===== src/jst_pkg.sv =====
`timescale 1ns / 1ps
`default_nettype none
// ----------------------------------------------------------------------------
// JSON tokenizer package
// Shared types, token codes, parser phases and character helpers.
// ----------------------------------------------------------------------------
package jst_pkg;

   localparam int STACK_DEPTH = 64;
   localparam int QUEUE_DEPTH = 4;
   localparam int QADDR_W     = $clog2(QUEUE_DEPTH);
   localparam int MAX_TOK     = 3;

   typedef enum logic [3:0] {
      K_OBJOPEN  = 4'd0,
      K_OBJCLOSE = 4'd1,
      K_ARROPEN  = 4'd2,
      K_ARRCLOSE = 4'd3,
      K_KEYBYTE  = 4'd4,
      K_KEYEND   = 4'd5,
      K_STRBYTE  = 4'd6,
      K_STREND   = 4'd7,
      K_NUMBYTE  = 4'd8,
      K_NUMEND   = 4'd9,
      K_NULL     = 4'd10,
      K_TRUE     = 4'd11,
      K_FALSE    = 4'd12,
      K_OK       = 4'd13,
      K_ERROR    = 4'd14
   } kind_type;

   typedef enum logic [17:0] {
      PH_VALUE     = 18'd1,
      PH_ARR_FIRST = 18'd2,
      PH_OBJ_FIRST = 18'd4,
      PH_KEY_NEXT  = 18'd8,
      PH_COLON     = 18'd16,
      PH_AFTER     = 18'd32,
      PH_STR       = 18'd64,
      PH_ESC       = 18'd128,
      PH_HEX       = 18'd256,
      PH_LIT       = 18'd512,
      PH_N_SIGN    = 18'd1024,
      PH_N_ZERO    = 18'd2048,
      PH_N_INT     = 18'd4096,
      PH_N_DOT     = 18'd8192,
      PH_N_FRAC    = 18'd16384,
      PH_N_EXP     = 18'd32768,
      PH_N_EXPSIGN = 18'd65536,
      PH_N_EXPDIG  = 18'd131072
   } phase_type;

   typedef struct packed {
      kind_type   kind;
      logic [7:0] data;
      logic [6:0] lvl;
   } tok_type;

   // all tokens caused by one accepted item
   typedef struct packed {
      logic [1:0]           n;
      tok_type [MAX_TOK-1:0] tok;
      logic [31:0]          off;
   } bundle_type;

   function automatic bundle_type add_tok(bundle_type b, kind_type k, logic [7:0] d,
                                          logic [6:0] l);
      bundle_type r;
      r = b;
      r.tok[b.n].kind = k;
      r.tok[b.n].data = d;
      r.tok[b.n].lvl  = l;
      r.n = b.n + 2'd1;
      return r;
   endfunction

   function automatic logic is_ws(logic [7:0] c);
      return c == 8'h20 || c == 8'h09 || c == 8'h0A || c == 8'h0D;
   endfunction

   function automatic logic is_digit(logic [7:0] c);
      return c >= 8'h30 && c <= 8'h39;
   endfunction

   function automatic logic is_num(phase_type p);
      return p == PH_N_SIGN || p == PH_N_ZERO || p == PH_N_INT || p == PH_N_DOT ||
             p == PH_N_FRAC || p == PH_N_EXP || p == PH_N_EXPSIGN || p == PH_N_EXPDIG;
   endfunction

   function automatic logic num_complete(phase_type p);
      return p == PH_N_ZERO || p == PH_N_INT || p == PH_N_FRAC || p == PH_N_EXPDIG;
   endfunction

   // "nulltruefalse"
   function automatic logic [7:0] lit_char(logic [3:0] i);
      logic [7:0] r;
      case (i)
         4'd0:    r = "n";
         4'd1:    r = "u";
         4'd2:    r = "l";
         4'd3:    r = "l";
         4'd4:    r = "t";
         4'd5:    r = "r";
         4'd6:    r = "u";
         4'd7:    r = "e";
         4'd8:    r = "f";
         4'd9:    r = "a";
         4'd10:   r = "l";
         4'd11:   r = "s";
         4'd12:   r = "e";
         default: r = 8'h00;
      endcase
      return r;
   endfunction

   // {valid, value}
   function automatic logic [4:0] hex_val(logic [7:0] c);
      logic [7:0] t;
      t = 8'h00;
      if (c >= 8'h30 && c <= 8'h39) begin
         t = c - 8'h30;
         return {1'b1, t[3:0]};
      end else if (c >= 8'h61 && c <= 8'h66) begin
         t = c - 8'h57;
         return {1'b1, t[3:0]};
      end else if (c >= 8'h41 && c <= 8'h46) begin
         t = c - 8'h37;
         return {1'b1, t[3:0]};
      end
      return 5'd0;
   endfunction

endpackage
`default_nettype wire


===== src/json_stream_tokenizer.sv =====
// A byte that yields tokens writes its bundle into the bundle queue; its tokens then
// pass one at a time through the output register to the result ports.
// Throughput: one byte per cycle in while the queue has room; one token per cycle out
// of the output register while the receiver pops, so a byte's tokens leave in turn.
// The front end stalls (req_full) only when the 4-entry bundle queue is full.
// Reset: synchronous, active high; clears the parser, queue and output register and
// sets max_nesting to 64. End of text also returns the parser to its reset state.
`timescale 1ns / 1ps
`default_nettype none
// ----------------------------------------------------------------------------
// JSON stream tokenizer
// Byte-in, token-out JSON tokenizer: front end parses, back end serializes.
// ----------------------------------------------------------------------------
module json_stream_tokenizer import jst_pkg::*; (
   input  wire logic        clock,
   input  wire logic        reset,
   input  wire logic        req_push,
   output logic             req_full,
   input  wire logic [7:0]  req_char_code,
   input  wire logic        req_end_of_text,
   output logic             rsp_empty,
   input  wire logic        rsp_pop,
   output logic [3:0]       rsp_token_kind,
   output logic [7:0]       rsp_token_byte,
   output logic [6:0]       rsp_nesting_level,
   output logic [31:0]      rsp_error_offset,
   output logic             rsp_last_of_run,
   input  wire logic        csr_we,
   input  wire logic [6:0]  csr_wdata
);

   logic [6:0] max_nesting_ff;
   logic       accept, q_full, q_empty, q_pop, b_valid;
   bundle_type b, head;

   // an item transfer happens whenever req_push is high and the queue has room
   assign accept   = req_push && !q_full;
   assign req_full = q_full;

   always_ff @(posedge clock) begin
      if (reset) max_nesting_ff <= 7'd64;
      else if (csr_we) max_nesting_ff <= csr_wdata;
   end

   // front: grammar check, stack, escapes; at most one bundle of up to three tokens per item
   jst_front u_front (
      .clock        (clock),
      .reset        (reset),
      .accept       (accept),
      .char_code    (req_char_code),
      .end_of_text  (req_end_of_text),
      .max_nesting  (max_nesting_ff),
      .bundle       (b),
      .bundle_valid (b_valid)
   );

   // decouples the parser from output backpressure
   jst_fifo u_fifo (
      .clock     (clock),
      .reset     (reset),
      .push      (b_valid),
      .push_data (b),
      .pop       (q_pop),
      .full      (q_full),
      .empty     (q_empty),
      .head      (head)
   );

   // back: one token per transfer, last_of_run on the bundle's final token
   jst_back u_back (
      .clock             (clock),
      .reset             (reset),
      .head              (head),
      .q_empty           (q_empty),
      .q_pop             (q_pop),
      .rsp_pop           (rsp_pop),
      .rsp_empty         (rsp_empty),
      .rsp_token_kind    (rsp_token_kind),
      .rsp_token_byte    (rsp_token_byte),
      .rsp_nesting_level (rsp_nesting_level),
      .rsp_error_offset  (rsp_error_offset),
      .rsp_last_of_run   (rsp_last_of_run)
   );

`ifndef ASSERT_OFF
   // a status token always closes its run
   a_status_last: assert property (@(posedge clock) disable iff (reset)
      (!rsp_empty && (rsp_token_kind == K_OK || rsp_token_kind == K_ERROR))
         |-> rsp_last_of_run)
      else $error("status token not last of run");

   // offset only carried by error tokens
   a_off_zero: assert property (@(posedge clock) disable iff (reset)
      (!rsp_empty && rsp_token_kind != K_ERROR) |-> rsp_error_offset == 32'd0)
      else $error("nonzero offset on non-error token");

   a_level: assert property (@(posedge clock) disable iff (reset)
      !rsp_empty |-> rsp_nesting_level <= 7'(STACK_DEPTH))
      else $error("nesting level above stack depth");
`endif

endmodule
`default_nettype wire


===== src/jst_front.sv =====
`timescale 1ns / 1ps
`default_nettype none
// ----------------------------------------------------------------------------
// JSON tokenizer front end
// Grammar state machine; turns each accepted item into a bundle of tokens.
// ----------------------------------------------------------------------------
module jst_front import jst_pkg::*; (
   input  wire logic       clock,
   input  wire logic       reset,
   input  wire logic       accept,
   input  wire logic [7:0] char_code,
   input  wire logic       end_of_text,
   input  wire logic [6:0] max_nesting,
   output bundle_type      bundle,
   output logic            bundle_valid
);

   phase_type   ph_ff, ph_in;
   logic [STACK_DEPTH-1:0] stack_ff, stack_in;
   logic [6:0]  cnt_ff, cnt_in;
   logic [3:0]  lit_ff, lit_in;
   logic [1:0]  hexn_ff, hexn_in;
   logic [15:0] hexacc_ff, hexacc_in;
   logic        key_ff, key_in;
   logic        failed_ff, failed_in;
   logic [31:0] failpos_ff, failpos_in;
   logic [31:0] bytepos_ff, bytepos_in;

   bundle_type  b;
   logic        go, fail_now, do_start, nok, top;
   phase_type   nph;
   logic [7:0]  c, d, limit;
   logic [4:0]  hv;
   logic [15:0] cp;

   assign c = char_code;

   always_comb begin
      ph_in = ph_ff; stack_in = stack_ff; cnt_in = cnt_ff; lit_in = lit_ff;
      hexn_in = hexn_ff; hexacc_in = hexacc_ff; key_in = key_ff;
      failed_in = failed_ff; failpos_in = failpos_ff; bytepos_in = bytepos_ff;
      b = '0; go = 1'b0; fail_now = 1'b0; do_start = 1'b0; nok = 1'b0; nph = ph_ff;
      top = stack_ff[0]; d = 8'h00; hv = 5'd0; cp = 16'd0;
      limit = (max_nesting < 7'(STACK_DEPTH)) ? {1'b0, max_nesting} : 8'(STACK_DEPTH);
      if (end_of_text) begin
         if (!failed_ff && num_complete(ph_ff)) begin
            b = add_tok(b, K_NUMEND, 8'h00, cnt_ff);
            ph_in = PH_AFTER;
         end
         if (!failed_ff && ph_in == PH_AFTER && cnt_ff == 7'd0) begin
            b = add_tok(b, K_OK, 8'h00, cnt_ff);
         end else begin
            b = add_tok(b, K_ERROR, 8'h00, cnt_ff);
            b.off = failed_ff ? failpos_ff : bytepos_ff;
         end
         ph_in = PH_VALUE; stack_in = '0; cnt_in = '0; lit_in = '0; hexn_in = '0;
         hexacc_in = '0; key_in = 1'b0; failed_in = 1'b0; failpos_in = '0;
         bytepos_in = '0;
      end else begin
         if (!failed_ff) begin
            go = 1'b1;
            if (is_num(ph_ff)) begin
               case (ph_ff)
                  PH_N_SIGN: if (is_digit(c)) begin
                     nok = 1'b1; nph = (c == "0") ? PH_N_ZERO : PH_N_INT;
                  end
                  PH_N_ZERO: begin
                     if (c == ".") begin nok = 1'b1; nph = PH_N_DOT; end
                     else if (c == "e" || c == "E") begin nok = 1'b1; nph = PH_N_EXP; end
                  end
                  PH_N_INT: begin
                     if (is_digit(c)) begin nok = 1'b1; nph = PH_N_INT; end
                     else if (c == ".") begin nok = 1'b1; nph = PH_N_DOT; end
                     else if (c == "e" || c == "E") begin nok = 1'b1; nph = PH_N_EXP; end
                  end
                  PH_N_DOT: if (is_digit(c)) begin nok = 1'b1; nph = PH_N_FRAC; end
                  PH_N_FRAC: begin
                     if (is_digit(c)) begin nok = 1'b1; nph = PH_N_FRAC; end
                     else if (c == "e" || c == "E") begin nok = 1'b1; nph = PH_N_EXP; end
                  end
                  PH_N_EXP: begin
                     if (c == "+" || c == "-") begin nok = 1'b1; nph = PH_N_EXPSIGN; end
                     else if (is_digit(c)) begin nok = 1'b1; nph = PH_N_EXPDIG; end
                  end
                  PH_N_EXPSIGN, PH_N_EXPDIG: if (is_digit(c)) begin
                     nok = 1'b1; nph = PH_N_EXPDIG;
                  end
                  default: nok = 1'b0;
               endcase
               if (nok) begin
                  b = add_tok(b, K_NUMBYTE, c, cnt_ff);
                  ph_in = nph; go = 1'b0;
               end else if (!num_complete(ph_ff)) begin
                  fail_now = 1'b1; go = 1'b0;
               end else begin
                  b = add_tok(b, K_NUMEND, 8'h00, cnt_ff);
                  ph_in = PH_AFTER;
               end
            end
            if (go) begin
               case (ph_in)
                  PH_VALUE: if (!is_ws(c)) do_start = 1'b1;
                  PH_ARR_FIRST: begin
                     if (c == "]") begin
                        cnt_in = cnt_ff - 7'd1; stack_in = {1'b0, stack_ff[STACK_DEPTH-1:1]};
                        b = add_tok(b, K_ARRCLOSE, 8'h00, cnt_in); ph_in = PH_AFTER;
                     end else if (!is_ws(c)) do_start = 1'b1;
                  end
                  PH_OBJ_FIRST, PH_KEY_NEXT: begin
                     if (is_ws(c)) begin
                        go = 1'b0;
                     end else if (c == "}" && ph_in == PH_OBJ_FIRST) begin
                        cnt_in = cnt_ff - 7'd1; stack_in = {1'b0, stack_ff[STACK_DEPTH-1:1]};
                        b = add_tok(b, K_OBJCLOSE, 8'h00, cnt_in); ph_in = PH_AFTER;
                     end else if (c == "\"") begin
                        key_in = 1'b1; ph_in = PH_STR;
                     end else fail_now = 1'b1;
                  end
                  PH_COLON: begin
                     if (c == ":") ph_in = PH_VALUE;
                     else if (!is_ws(c)) fail_now = 1'b1;
                  end
                  PH_AFTER: begin
                     if (is_ws(c)) begin
                        go = 1'b0;
                     end else if (cnt_ff == 7'd0) begin
                        fail_now = 1'b1;
                     end else if (c == ",") begin
                        ph_in = top ? PH_KEY_NEXT : PH_VALUE;
                     end else if ((c == "]" && !top) || (c == "}" && top)) begin
                        cnt_in = cnt_ff - 7'd1; stack_in = {1'b0, stack_ff[STACK_DEPTH-1:1]};
                        b = add_tok(b, top ? K_OBJCLOSE : K_ARRCLOSE, 8'h00, cnt_in);
                        ph_in = PH_AFTER;
                     end else fail_now = 1'b1;
                  end
                  PH_STR: begin
                     if (c == "\"") begin
                        b = add_tok(b, key_ff ? K_KEYEND : K_STREND, 8'h00, cnt_ff);
                        ph_in = key_ff ? PH_COLON : PH_AFTER;
                     end else if (c == "\\") begin
                        ph_in = PH_ESC;
                     end else begin
                        b = add_tok(b, key_ff ? K_KEYBYTE : K_STRBYTE, c, cnt_ff);
                     end
                  end
                  PH_ESC: begin
                     nok = 1'b1;
                     case (c)
                        "\"", "\\", "/": d = c;
                        "b":     d = 8'h08;
                        "f":     d = 8'h0C;
                        "n":     d = 8'h0A;
                        "r":     d = 8'h0D;
                        "t":     d = 8'h09;
                        default: nok = 1'b0;
                     endcase
                     if (nok) begin
                        b = add_tok(b, key_ff ? K_KEYBYTE : K_STRBYTE, d, cnt_ff);
                        ph_in = PH_STR;
                     end else if (c == "u") begin
                        hexn_in = 2'd0; hexacc_in = 16'd0; ph_in = PH_HEX;
                     end else fail_now = 1'b1;
                  end
                  PH_HEX: begin
                     hv = hex_val(c);
                     if (!hv[4]) begin
                        fail_now = 1'b1;
                     end else begin
                        cp = {hexacc_ff[11:0], hv[3:0]};
                        hexacc_in = cp;
                        if (hexn_ff == 2'd3) begin
                           hexn_in = 2'd0;
                           if (cp[15:11] == 5'b11011) begin
                              fail_now = 1'b1;
                           end else begin
                              if (cp[15:7] == 9'd0) begin
                                 b = add_tok(b, key_ff ? K_KEYBYTE : K_STRBYTE,
                                             {1'b0, cp[6:0]}, cnt_ff);
                              end else if (cp[15:11] == 5'd0) begin
                                 b = add_tok(b, key_ff ? K_KEYBYTE : K_STRBYTE,
                                             {3'b110, cp[10:6]}, cnt_ff);
                                 b = add_tok(b, key_ff ? K_KEYBYTE : K_STRBYTE,
                                             {2'b10, cp[5:0]}, cnt_ff);
                              end else begin
                                 b = add_tok(b, key_ff ? K_KEYBYTE : K_STRBYTE,
                                             {4'b1110, cp[15:12]}, cnt_ff);
                                 b = add_tok(b, key_ff ? K_KEYBYTE : K_STRBYTE,
                                             {2'b10, cp[11:6]}, cnt_ff);
                                 b = add_tok(b, key_ff ? K_KEYBYTE : K_STRBYTE,
                                             {2'b10, cp[5:0]}, cnt_ff);
                              end
                              ph_in = PH_STR;
                           end
                        end else begin
                           hexn_in = hexn_ff + 2'd1;
                        end
                     end
                  end
                  PH_LIT: begin
                     if (lit_ff > 4'd12 || c != lit_char(lit_ff)) begin
                        fail_now = 1'b1;
                     end else if (lit_ff == 4'd3 || lit_ff == 4'd7 || lit_ff == 4'd12) begin
                        b = add_tok(b, (lit_ff == 4'd3) ? K_NULL :
                                       (lit_ff == 4'd7) ? K_TRUE : K_FALSE, 8'h00, cnt_ff);
                        lit_in = 4'd0; ph_in = PH_AFTER;
                     end else begin
                        lit_in = lit_ff + 4'd1;
                     end
                  end
                  default: fail_now = 1'b1;
               endcase
            end
            if (do_start) begin
               if ({1'b0, cnt_ff} + 8'd1 > limit) begin
                  fail_now = 1'b1;
               end else if (c == "{" || c == "[") begin
                  stack_in = {stack_ff[STACK_DEPTH-2:0], c == "{"};
                  cnt_in = cnt_ff + 7'd1;
                  b = add_tok(b, (c == "{") ? K_OBJOPEN : K_ARROPEN, 8'h00, cnt_in);
                  ph_in = (c == "{") ? PH_OBJ_FIRST : PH_ARR_FIRST;
               end else if (c == "\"") begin
                  key_in = 1'b0; ph_in = PH_STR;
               end else if (c == "n" || c == "t" || c == "f") begin
                  lit_in = (c == "n") ? 4'd1 : (c == "t") ? 4'd5 : 4'd9;
                  ph_in = PH_LIT;
               end else if (c == "-" || is_digit(c)) begin
                  b = add_tok(b, K_NUMBYTE, c, cnt_ff);
                  ph_in = (c == "-") ? PH_N_SIGN : (c == "0") ? PH_N_ZERO : PH_N_INT;
               end else fail_now = 1'b1;
            end
            if (fail_now) begin
               failed_in = 1'b1; failpos_in = bytepos_ff;
            end
         end
         if (bytepos_ff != 32'hFFFF_FFFF) bytepos_in = bytepos_ff + 32'd1;
      end
   end

   assign bundle       = b;
   assign bundle_valid = accept && (b.n != 2'd0);

   always_ff @(posedge clock) begin
      if (reset) begin
         ph_ff <= PH_VALUE; stack_ff <= '0; cnt_ff <= '0; lit_ff <= '0; hexn_ff <= '0;
         hexacc_ff <= '0; key_ff <= 1'b0; failed_ff <= 1'b0; failpos_ff <= '0;
         bytepos_ff <= '0;
      end else if (accept) begin
         ph_ff <= ph_in; stack_ff <= stack_in; cnt_ff <= cnt_in; lit_ff <= lit_in;
         hexn_ff <= hexn_in; hexacc_ff <= hexacc_in; key_ff <= key_in;
         failed_ff <= failed_in; failpos_ff <= failpos_in; bytepos_ff <= bytepos_in;
      end
   end

endmodule
`default_nettype wire


===== src/jst_fifo.sv =====
`timescale 1ns / 1ps
`default_nettype none
// ----------------------------------------------------------------------------
// JSON tokenizer bundle queue
// Short queue of token bundles between front end and back end.
// ----------------------------------------------------------------------------
module jst_fifo import jst_pkg::*; (
   input  wire logic  clock,
   input  wire logic  reset,
   input  wire logic  push,
   input  bundle_type push_data,
   input  wire logic  pop,
   output logic       full,
   output logic       empty,
   output bundle_type head
);

   bundle_type mem [QUEUE_DEPTH];
   logic [QADDR_W-1:0] wr_ff, wr_in, rd_ff, rd_in;
   logic [QADDR_W:0]   cnt_ff, cnt_in;

   assign full  = cnt_ff == (QADDR_W + 1)'(QUEUE_DEPTH);
   assign empty = cnt_ff == '0;
   assign head  = mem[rd_ff];

   always_comb begin
      wr_in  = push ? wr_ff + QADDR_W'(1) : wr_ff;
      rd_in  = pop  ? rd_ff + QADDR_W'(1) : rd_ff;
      cnt_in = cnt_ff + (QADDR_W + 1)'(push) - (QADDR_W + 1)'(pop);
   end

   always_ff @(posedge clock) begin
      if (push) mem[wr_ff] <= push_data;
   end

   always_ff @(posedge clock) begin
      if (reset) begin
         wr_ff <= '0; rd_ff <= '0; cnt_ff <= '0;
      end else begin
         wr_ff <= wr_in; rd_ff <= rd_in; cnt_ff <= cnt_in;
      end
   end

endmodule
`default_nettype wire


===== src/jst_back.sv =====
`timescale 1ns / 1ps
`default_nettype none
// ----------------------------------------------------------------------------
// JSON tokenizer back end
// Splits queued bundles into single tokens held in an output register.
// ----------------------------------------------------------------------------
module jst_back import jst_pkg::*; (
   input  wire logic   clock,
   input  wire logic   reset,
   input  bundle_type  head,
   input  wire logic   q_empty,
   output logic        q_pop,
   input  wire logic   rsp_pop,
   output logic        rsp_empty,
   output logic [3:0]  rsp_token_kind,
   output logic [7:0]  rsp_token_byte,
   output logic [6:0]  rsp_nesting_level,
   output logic [31:0] rsp_error_offset,
   output logic        rsp_last_of_run
);

   logic        valid_ff, valid_in;
   logic [1:0]  idx_ff, idx_in;
   tok_type     tok_ff, tok_in;
   logic [31:0] off_ff, off_in;
   logic        last_ff, last_in;
   logic        load, is_last;

   assign load    = !valid_ff || rsp_pop;
   assign is_last = idx_ff == head.n - 2'd1;

   always_comb begin
      valid_in = valid_ff; idx_in = idx_ff; tok_in = tok_ff; off_in = off_ff;
      last_in = last_ff; q_pop = 1'b0;
      if (load) begin
         valid_in = !q_empty;
         if (!q_empty) begin
            tok_in  = head.tok[idx_ff];
            off_in  = (head.tok[idx_ff].kind == K_ERROR) ? head.off : 32'd0;
            last_in = is_last;
            q_pop   = is_last;
            idx_in  = is_last ? 2'd0 : idx_ff + 2'd1;
         end
      end
   end

   always_ff @(posedge clock) begin
      if (reset) begin
         valid_ff <= 1'b0; idx_ff <= 2'd0;
      end else begin
         valid_ff <= valid_in; idx_ff <= idx_in;
      end
   end

   always_ff @(posedge clock) begin
      tok_ff <= tok_in; off_ff <= off_in; last_ff <= last_in;
   end

   assign rsp_empty         = !valid_ff;
   assign rsp_token_kind    = tok_ff.kind;
   assign rsp_token_byte    = tok_ff.data;
   assign rsp_nesting_level = tok_ff.lvl;
   assign rsp_error_offset  = off_ff;
   assign rsp_last_of_run   = last_ff;

endmodule
`default_nettype wire


===== config.mk =====
export PLATFORM = sky130hd
export DESIGN_NAME = json_stream_tokenizer
export DESIGN_NICKNAME = d
export VERILOG_FILES = /design/src/jst_pkg.sv /design/src/json_stream_tokenizer.sv /design/src/jst_front.sv /design/src/jst_fifo.sv /design/src/jst_back.sv
export SDC_FILE = /design/constraint.sdc
export NUM_CORES = 1
export LEC_CHECK = 0
export BUFFER_PORTS_ARGS = -buffer_cell sky130_fd_sc_hd__buf_4
export CELL_PAD_IN_SITES_DETAIL_PLACEMENT = 1
export CELL_PAD_IN_SITES_GLOBAL_PLACEMENT = 1
export CORE_MARGIN = 3
export CORE_UTILIZATION = 53
export CTS_BUF_LIST = sky130_fd_sc_hd__clkbuf_4 sky130_fd_sc_hd__clkbuf_8
export DETAILED_ROUTE_END_ITERATION = 12
export MAX_ROUTING_LAYER = met4
export PLACE_DENSITY = 0.8
export SETUP_SLACK_MARGIN = 0.2
export SKIP_CTS_REPAIR_TIMING = 1
export SLEW_MARGIN = 30
export SYNTH_ARGS = -nofsm -noshare
export SYNTH_HDL_FRONTEND = slang
export SYNTH_HIERARCHICAL = 1
export SYNTH_SLANG_ARGS = --single-unit

===== constraint.sdc =====
create_clock -name clock -period 11 [get_ports clock]
set_input_delay 2.2 -clock clock [delete_from_list [all_inputs] [get_ports clock]]
set_output_delay 2.2 -clock clock [all_outputs]
set_load 0.01 [all_outputs]

* After elaboration in Yosys (flattened, before gate mapping)
Memory sizes are Yosys's and may differ from the RTL's. A register that Yosys moved wholly into a read port is not among the register bits. Index checks and enable logic that the tools add are counted.
Storage, ports and cells: memories kept 2, input bits 21, register bits after elaboration 242, memory bits (writable) 364, bits in read-only memories 112, word-level logic and storage cells 522, output and inout port bits 54
Operators by class: equal/unequal tests 58, bitwise operators 1, reduce and logical (&&, ||, !) cells 65, add/sub/neg operators 20, $lt $le $gt $ge 20, muxes and demuxes 335
Memories:
- u_fifo.mem | depth 4, width 91, read ports 1, clocked after Yosys merged registers in 1, wr ports 1, RTL line jst_fifo.sv:18 | bundle_type mem [QUEUE_DEPTH];
- (name not given) | depth 16, width 7, read ports 1, clocked after Yosys merged registers in 1, wr ports 0, RTL line jst_pkg.sv:97 | case (i)
Operators by type and width (count):
- $mux 91 | 32
- $bwmux 57 | 47
- $mux 64 | 13
- $mux 18 | 43
- $pmux 91 s7 | 1
- $demux 19 s2 | 15
- $mux 90 | 3
- $mux 32 | 6
- $pmux 64 s3 | 1
- $pmux 18 s8 | 1
- $mux 7 | 19
- $pmux 18 s7 | 1
- $mux 19 | 6
- $eq 8x7->1 const B | 13
- $mux 89 | 1
- $mux 1 | 76
- $mux 15 | 5
- $eq 8x6->1 const B | 9
- $mux 12 | 6
- $mux 4 | 17
- $mux 8 | 8
- $pmux 8 s6 | 1
- $mux 5 | 8
- $bmux 19 s2 | 1
- other kinds (78) | 166

* Logic depth before layout (Yosys ltp)
depth in word-level cells 56, mapped depth 27, depth with buffers taken out 23

* By module
Netlist, hierarchy kept.
Modules (own cells, without submodules):
- jst_fifo | instances 1, area an instance 13659.4 um^2, sequential area each 11110.7 um^2, cells an instance 517
- jst_front | instances 1, area an instance 13116.3 um^2, sequential area each 3583.4 um^2, cells an instance 1816
- jst_back | instances 1, area an instance 2967.8 um^2, sequential area each 1621.6 um^2, cells an instance 221
- json_stream_tokenizer | instances 1, area an instance 257.7 um^2, sequential area each 140.1 um^2, cells an instance 23

* Worst setup path after synthesis
OpenSTA, ideal clock, no wires.
kind input to register, from input port req_char_code[1], to memory u_fifo/mem[0][0] (netlist name), enable pin, data arrival time 8568 ps, data required time 10541 ps, stages 22, buffers on the path 4, setup slack 1973 ps, library setup time 459 ps, cell sequence clkbuf_1 > inv_1 > ha_1 > o21ba_2 > o21a_1 > clkbuf_1 > a22o_1 > nand2b_1 > clkbuf_1 > buf_1 > ha_1 > nand2_1 > o31ai_1 > a32o_1 > nand4_1 > nand4_1 > mux2i_1 > ha_1 > nand3_1 > o31ai_1 > a21oi_1 > and2_1
Between the ends: longest elaborated chain between the ends 38, elaborated cells between the ends (all ways) 152, those cells by class 4 x add/sub; 6 x order compare; 33 x eq/ne; 88 x mux; 21 x reduce/logical
Ends and longest elaborated chain:
- from (decl) | RTL line json_stream_tokenizer.sv:19 | input wire logic [7:0] req_char_code,
- branches (longest 31 deep; another with $ge 8x6->1)
- $mux 91 (*) | RTL line jst_front.sv:213 | if (do_start) begin
- $mux 91 (*) | RTL line jst_front.sv:60 | if (!failed_ff) begin
- $mux 91 (*) | RTL line jst_front.sv:45 | if (end_of_text) begin
- $reduce_bool 2->1 (*) | RTL line jst_front.sv:240 | assign bundle_valid = accept && (b.n != 2'd0);
- $logic_and 1x1->1 (*) | RTL line jst_front.sv:240
- net b_valid | RTL line json_stream_tokenizer.sv:33 | logic accept, q_full, q_empty, q_pop, b_valid;
- $mux 1 (*) | RTL line jst_fifo.sv:33 | if (push) mem[wr_ff] <= push_data;
- $mux 1 (not written as such) (*) | RTL line jst_fifo.sv:33
- to (decl) | RTL line jst_fifo.sv:18
Mark *: on every way through the listed nets, which the timed path passes. The select of a mux whose other input is x is not followed.

* Worst setup path in the final report
from input port req_char_code[1], to memory u_fifo/mem[0][48] (netlist name), enable pin
Same word-level chain as after synthesis.

==> run_results.csv <==
group,metric,value,unit
critical_path,critPathKind,"input pin to flop",
clocking,worstSkewPairLatency,0.74,ns
floorplan,dieWidth,244,um
critical_path,r2r-start,"u_front/ph_ff[4]",
timing,fin_skew,0.0512,ns
yosys,yosysWarningCount,6,
clocking,cts_tree,"built",
yosys,avgSynthCellArea,11.6,um^2
timing,finalHoldViolCount,0,
min_path,holdPathStages,1,
floorplan,boundaryPins,75,
route,drc,0,
timing,tns,0,ns
global_route,grt_overflow_total,0,
clocking,clock_path_buffers,3,
final_layout,postLayoutCoreUtil,0.598,
route,drt_wl_total,104,mm
yosys,netlist_area,30000,um^2
timing,worst_pin_slew,1.01,ns
floorplan,fp.dieH,244,um
timing,fin_crit,8.55,ns
yosys,async_reset_ff_frac,0,
final_layout,drive_gt1_frac,0.183,
floorplan,num_rows,86,
min_path,min_from,"u_front/failpos_ff[29]",
route,via_per_inst,6.82,
flow_run,drv_cap,0,
placed_design,hpwlAfterDp,65.7,mm
global_route,grt_antenna_before_repair,4,
yosys,ys_seq_area_frac,0.549,
yosys,ys_seq_elements,614,
clocking,htreeDepth,3,
placed_design,io_buffers,74,
floorplan,start_util,0.540,
min_path,worstHoldEndpoint,"u_front/failpos_ff[29]",
route,first_iter_violations,3074,
global_route,grt_pass1_vias,23900,
floorplan,die_area,59500,um^2
yosys,synth.distinct_cells,104,
route,detail-route-antenna-nets,0,
pwr,seqPwrFrac,0.441,
outcome,status,"finished clean",
pwr,swShare,0.308,
pwr,power.net_switching,1.97,mW
pwr,pwr-share-clk,0.350,
route,via_count,23500,
timing,drv_slew,0,
global_route,gr-usage-met1,0.493,
route,wl_per_cell,30.1,um
final_layout,area_delta_synth_final,10.7,%
timing,timing.final.crit_share,0.778,
pwr,p_leak,11.1,nW
global_route,grt_max_degree,71,
critical_path,worstSetupEndpointType,"flop",
global_route,busiest_layer,"met2",
timing,rsz0062_at_grt,"no",
pwr,p_int,4.43,mW
critical_path,startpoint_type,"input pin",
yosys,synth_cells,2577,
floorplan,core-area,55500,um^2
global_route,use_met2,0.557,
critical_path,reg2reg_slack,3.66,ns
global_route,grt_pass1_wl,158,mm
global_route,grt_use_met3,0.0604,
critical_path,critPathLaunch,"req_char_code[1]",
critical_path,reg2reg_depth,19,
critical_path,cp.arrival,8.94,ns
min_path,hp-class,"flop to flop",
timing,setup_viol,0,
critical_path,path_max_fanout,55,
yosys,synth_edf_count,416,
pwr,pwr-share-comb,0.209,
clocking,clock_sinks,614,
global_route,grt_usage,0.359,
critical_path,r2r_end,"u_fifo/mem[0][48]",
timing,timing.fmax,0.117,GHz
final_layout,layout_commonest_cell,"edfxtp_1",
critical_path,critical_path_required,11.38,ns
pwr,ir_drop,0.348,mV
placed_design,gp_congestion,0.993,
final_layout,fin_nets,2688,
clocking,clk_pin_slew_worst_paths,0.06,ns
clocking,cts_made_buffers,100,
pwr,power_density,193,nW/um^2
timing,max_slew_margin,0.326,
yosys,synth_ff_type,"edfxtp_1",
route,firstDrtPassIters,6,
final_layout,layout_common_cells,"edfxtp_1, nor2_1, nand2_1",
clocking,root_buffer,"clkbuf_8",
[through the flow]
stage	power (mW)	hold WS (ns)	instance area [um^2]	std cells	setup WS (ns)
after floorplan	3.73	0.442	30000	2579	1.97
after global placement	4.04	0.452	30900	3266	2.13
after detailed placement	4.13	0.466	31000	3267	1.94
after CTS	6.43	0.480	33200	3451	2.61
after global routing	6.61	0.498	33200	3453	2.04
final	6.40	0.479	33200	3453	2.45
[synth_stat cells, drive strengths merged (32+ instances only)]
cell type	count	area share
edfxtp	416	0.42
o211ai	43	0.011
nor4	59	0.021
nand4	32	0.0069
nand3	71	0.012
nor2	233	0.029
mux4	91	0.068
ha	45	0.019
nor3	56	0.0099
clkbuf	104	0.013
nand2	211	0.026
mux2i	60	0.020
a22o	37	0.011
dfxtp	198	0.13
inv	46	0.0058
a21oi	124	0.021
o21ai	198	0.033
a22oi	85	0.021
buf	86	0.023
[cells by family (layout without fill, tap and decap cells)]
kind of cell	count (synthesis)	count (layout)	share of synthesized area
buffers and inverters	238	362	0.0416
other	1	5	0.000125
DFF	614	614	0.549
adders and majority gates	46	46	0.0194
xor gates and xnor gates	51	51	0.0154
and+or+nand+nor	807	807	0.139
muxes	153	153	0.0895
AOI/OAI and AO/OA	667	667	0.146
[how the worst max path moves through the flow]
stage,endpoint,slack (ns),depth (start not counted)
5_1_grt,u_fifo/mem[0][48],2.04,21
3_5_place_dp,u_fifo/mem[0][49],1.94,21
4_1_cts,u_fifo/mem[0][48],2.61,21
3_3_place_gp,u_fifo/mem[0][49],2.13,21
6_report,u_fifo/mem[0][48],2.45,21
2_1_floorplan,u_fifo/mem[0][0],1.97,22
[critical path, stage by stage]
cell and delay [ns]:
buf_4 0.15, inv_1 0.10, ha_1 0.29, o21ba_2 0.26, o21ai_2 0.43, o41ai_1 0.25
nor4_1 0.80, nand2_1 0.52, nor2_1 0.24, ha_1 0.25, nor2_1 0.11, a211oi_1 0.06
o21ai_0 0.19, nand4_1 0.16, mux2i_1 0.42, ha_1 0.32, nand3_1 0.10, o31ai_1 0.08
a21oi_1 0.60, and2_4 0.90, buf_4 0.45
[layer usage]
metal | up-vias | routed length [um]
li1 | 9971 | -
met1 | 12000 | 43000
met2 | 1316 | 49100
met3 | 241 | 8930
met4 | 0 | 2950
met5 | - | 0
[power groups by stage]
stage | combinational (mW) | clock [mW] | sequential [mW]
floorplan | 0.885 | 0 | 2.85
global placement | 1.21 | 0 | 2.83
detailed placement | 1.28 | 0 | 2.85
CTS | 1.33 | 2.27 | 2.82
global route | 1.40 | 2.37 | 2.84
finish | 1.34 | 2.24 | 2.82
[state kept, by name, summed over array words and instances (netlist names), named ones only]
register / count
max_nesting_ff: 7
u_back/idx_ff: 2
u_back/rsp_error_offset: 32
u_back/rsp_last_of_run: 1
u_back/rsp_nesting_level: 7
u_back/rsp_token_byte: 8
u_back/rsp_token_kind: 4
u_back/valid_ff: 1
u_fifo/cnt_ff: 3
u_fifo/mem: 364
u_fifo/rd_ff: 2
u_fifo/wr_ff: 2
u_front/bytepos_ff: 32
u_front/cnt_ff: 7
u_front/failed_ff: 1
u_front/failpos_ff: 32
u_front/hexacc_ff: 12
u_front/hexn_ff: 2
u_front/key_ff: 1
u_front/lit_ff: 4
u_front/ph_ff: 18
u_front/stack_ff: 64
[layout make-up]
| class | count | area [um^2] |
|---|---|---|
| fillers | 5712 | 22300 |
| flip-flops and latches | 614 | 16500 |
| multi-input cells | 1727 | 12400 |
| clock buffers | 149 | 1830 |
| repair buffers | 130 | 987 |
| well taps | 748 | 936 |
| clock inverters | 35 | 398 |
| inverters | 48 | 180 |
| diodes | 2 | 5.00 |
(Power assumes the default switching activity.)
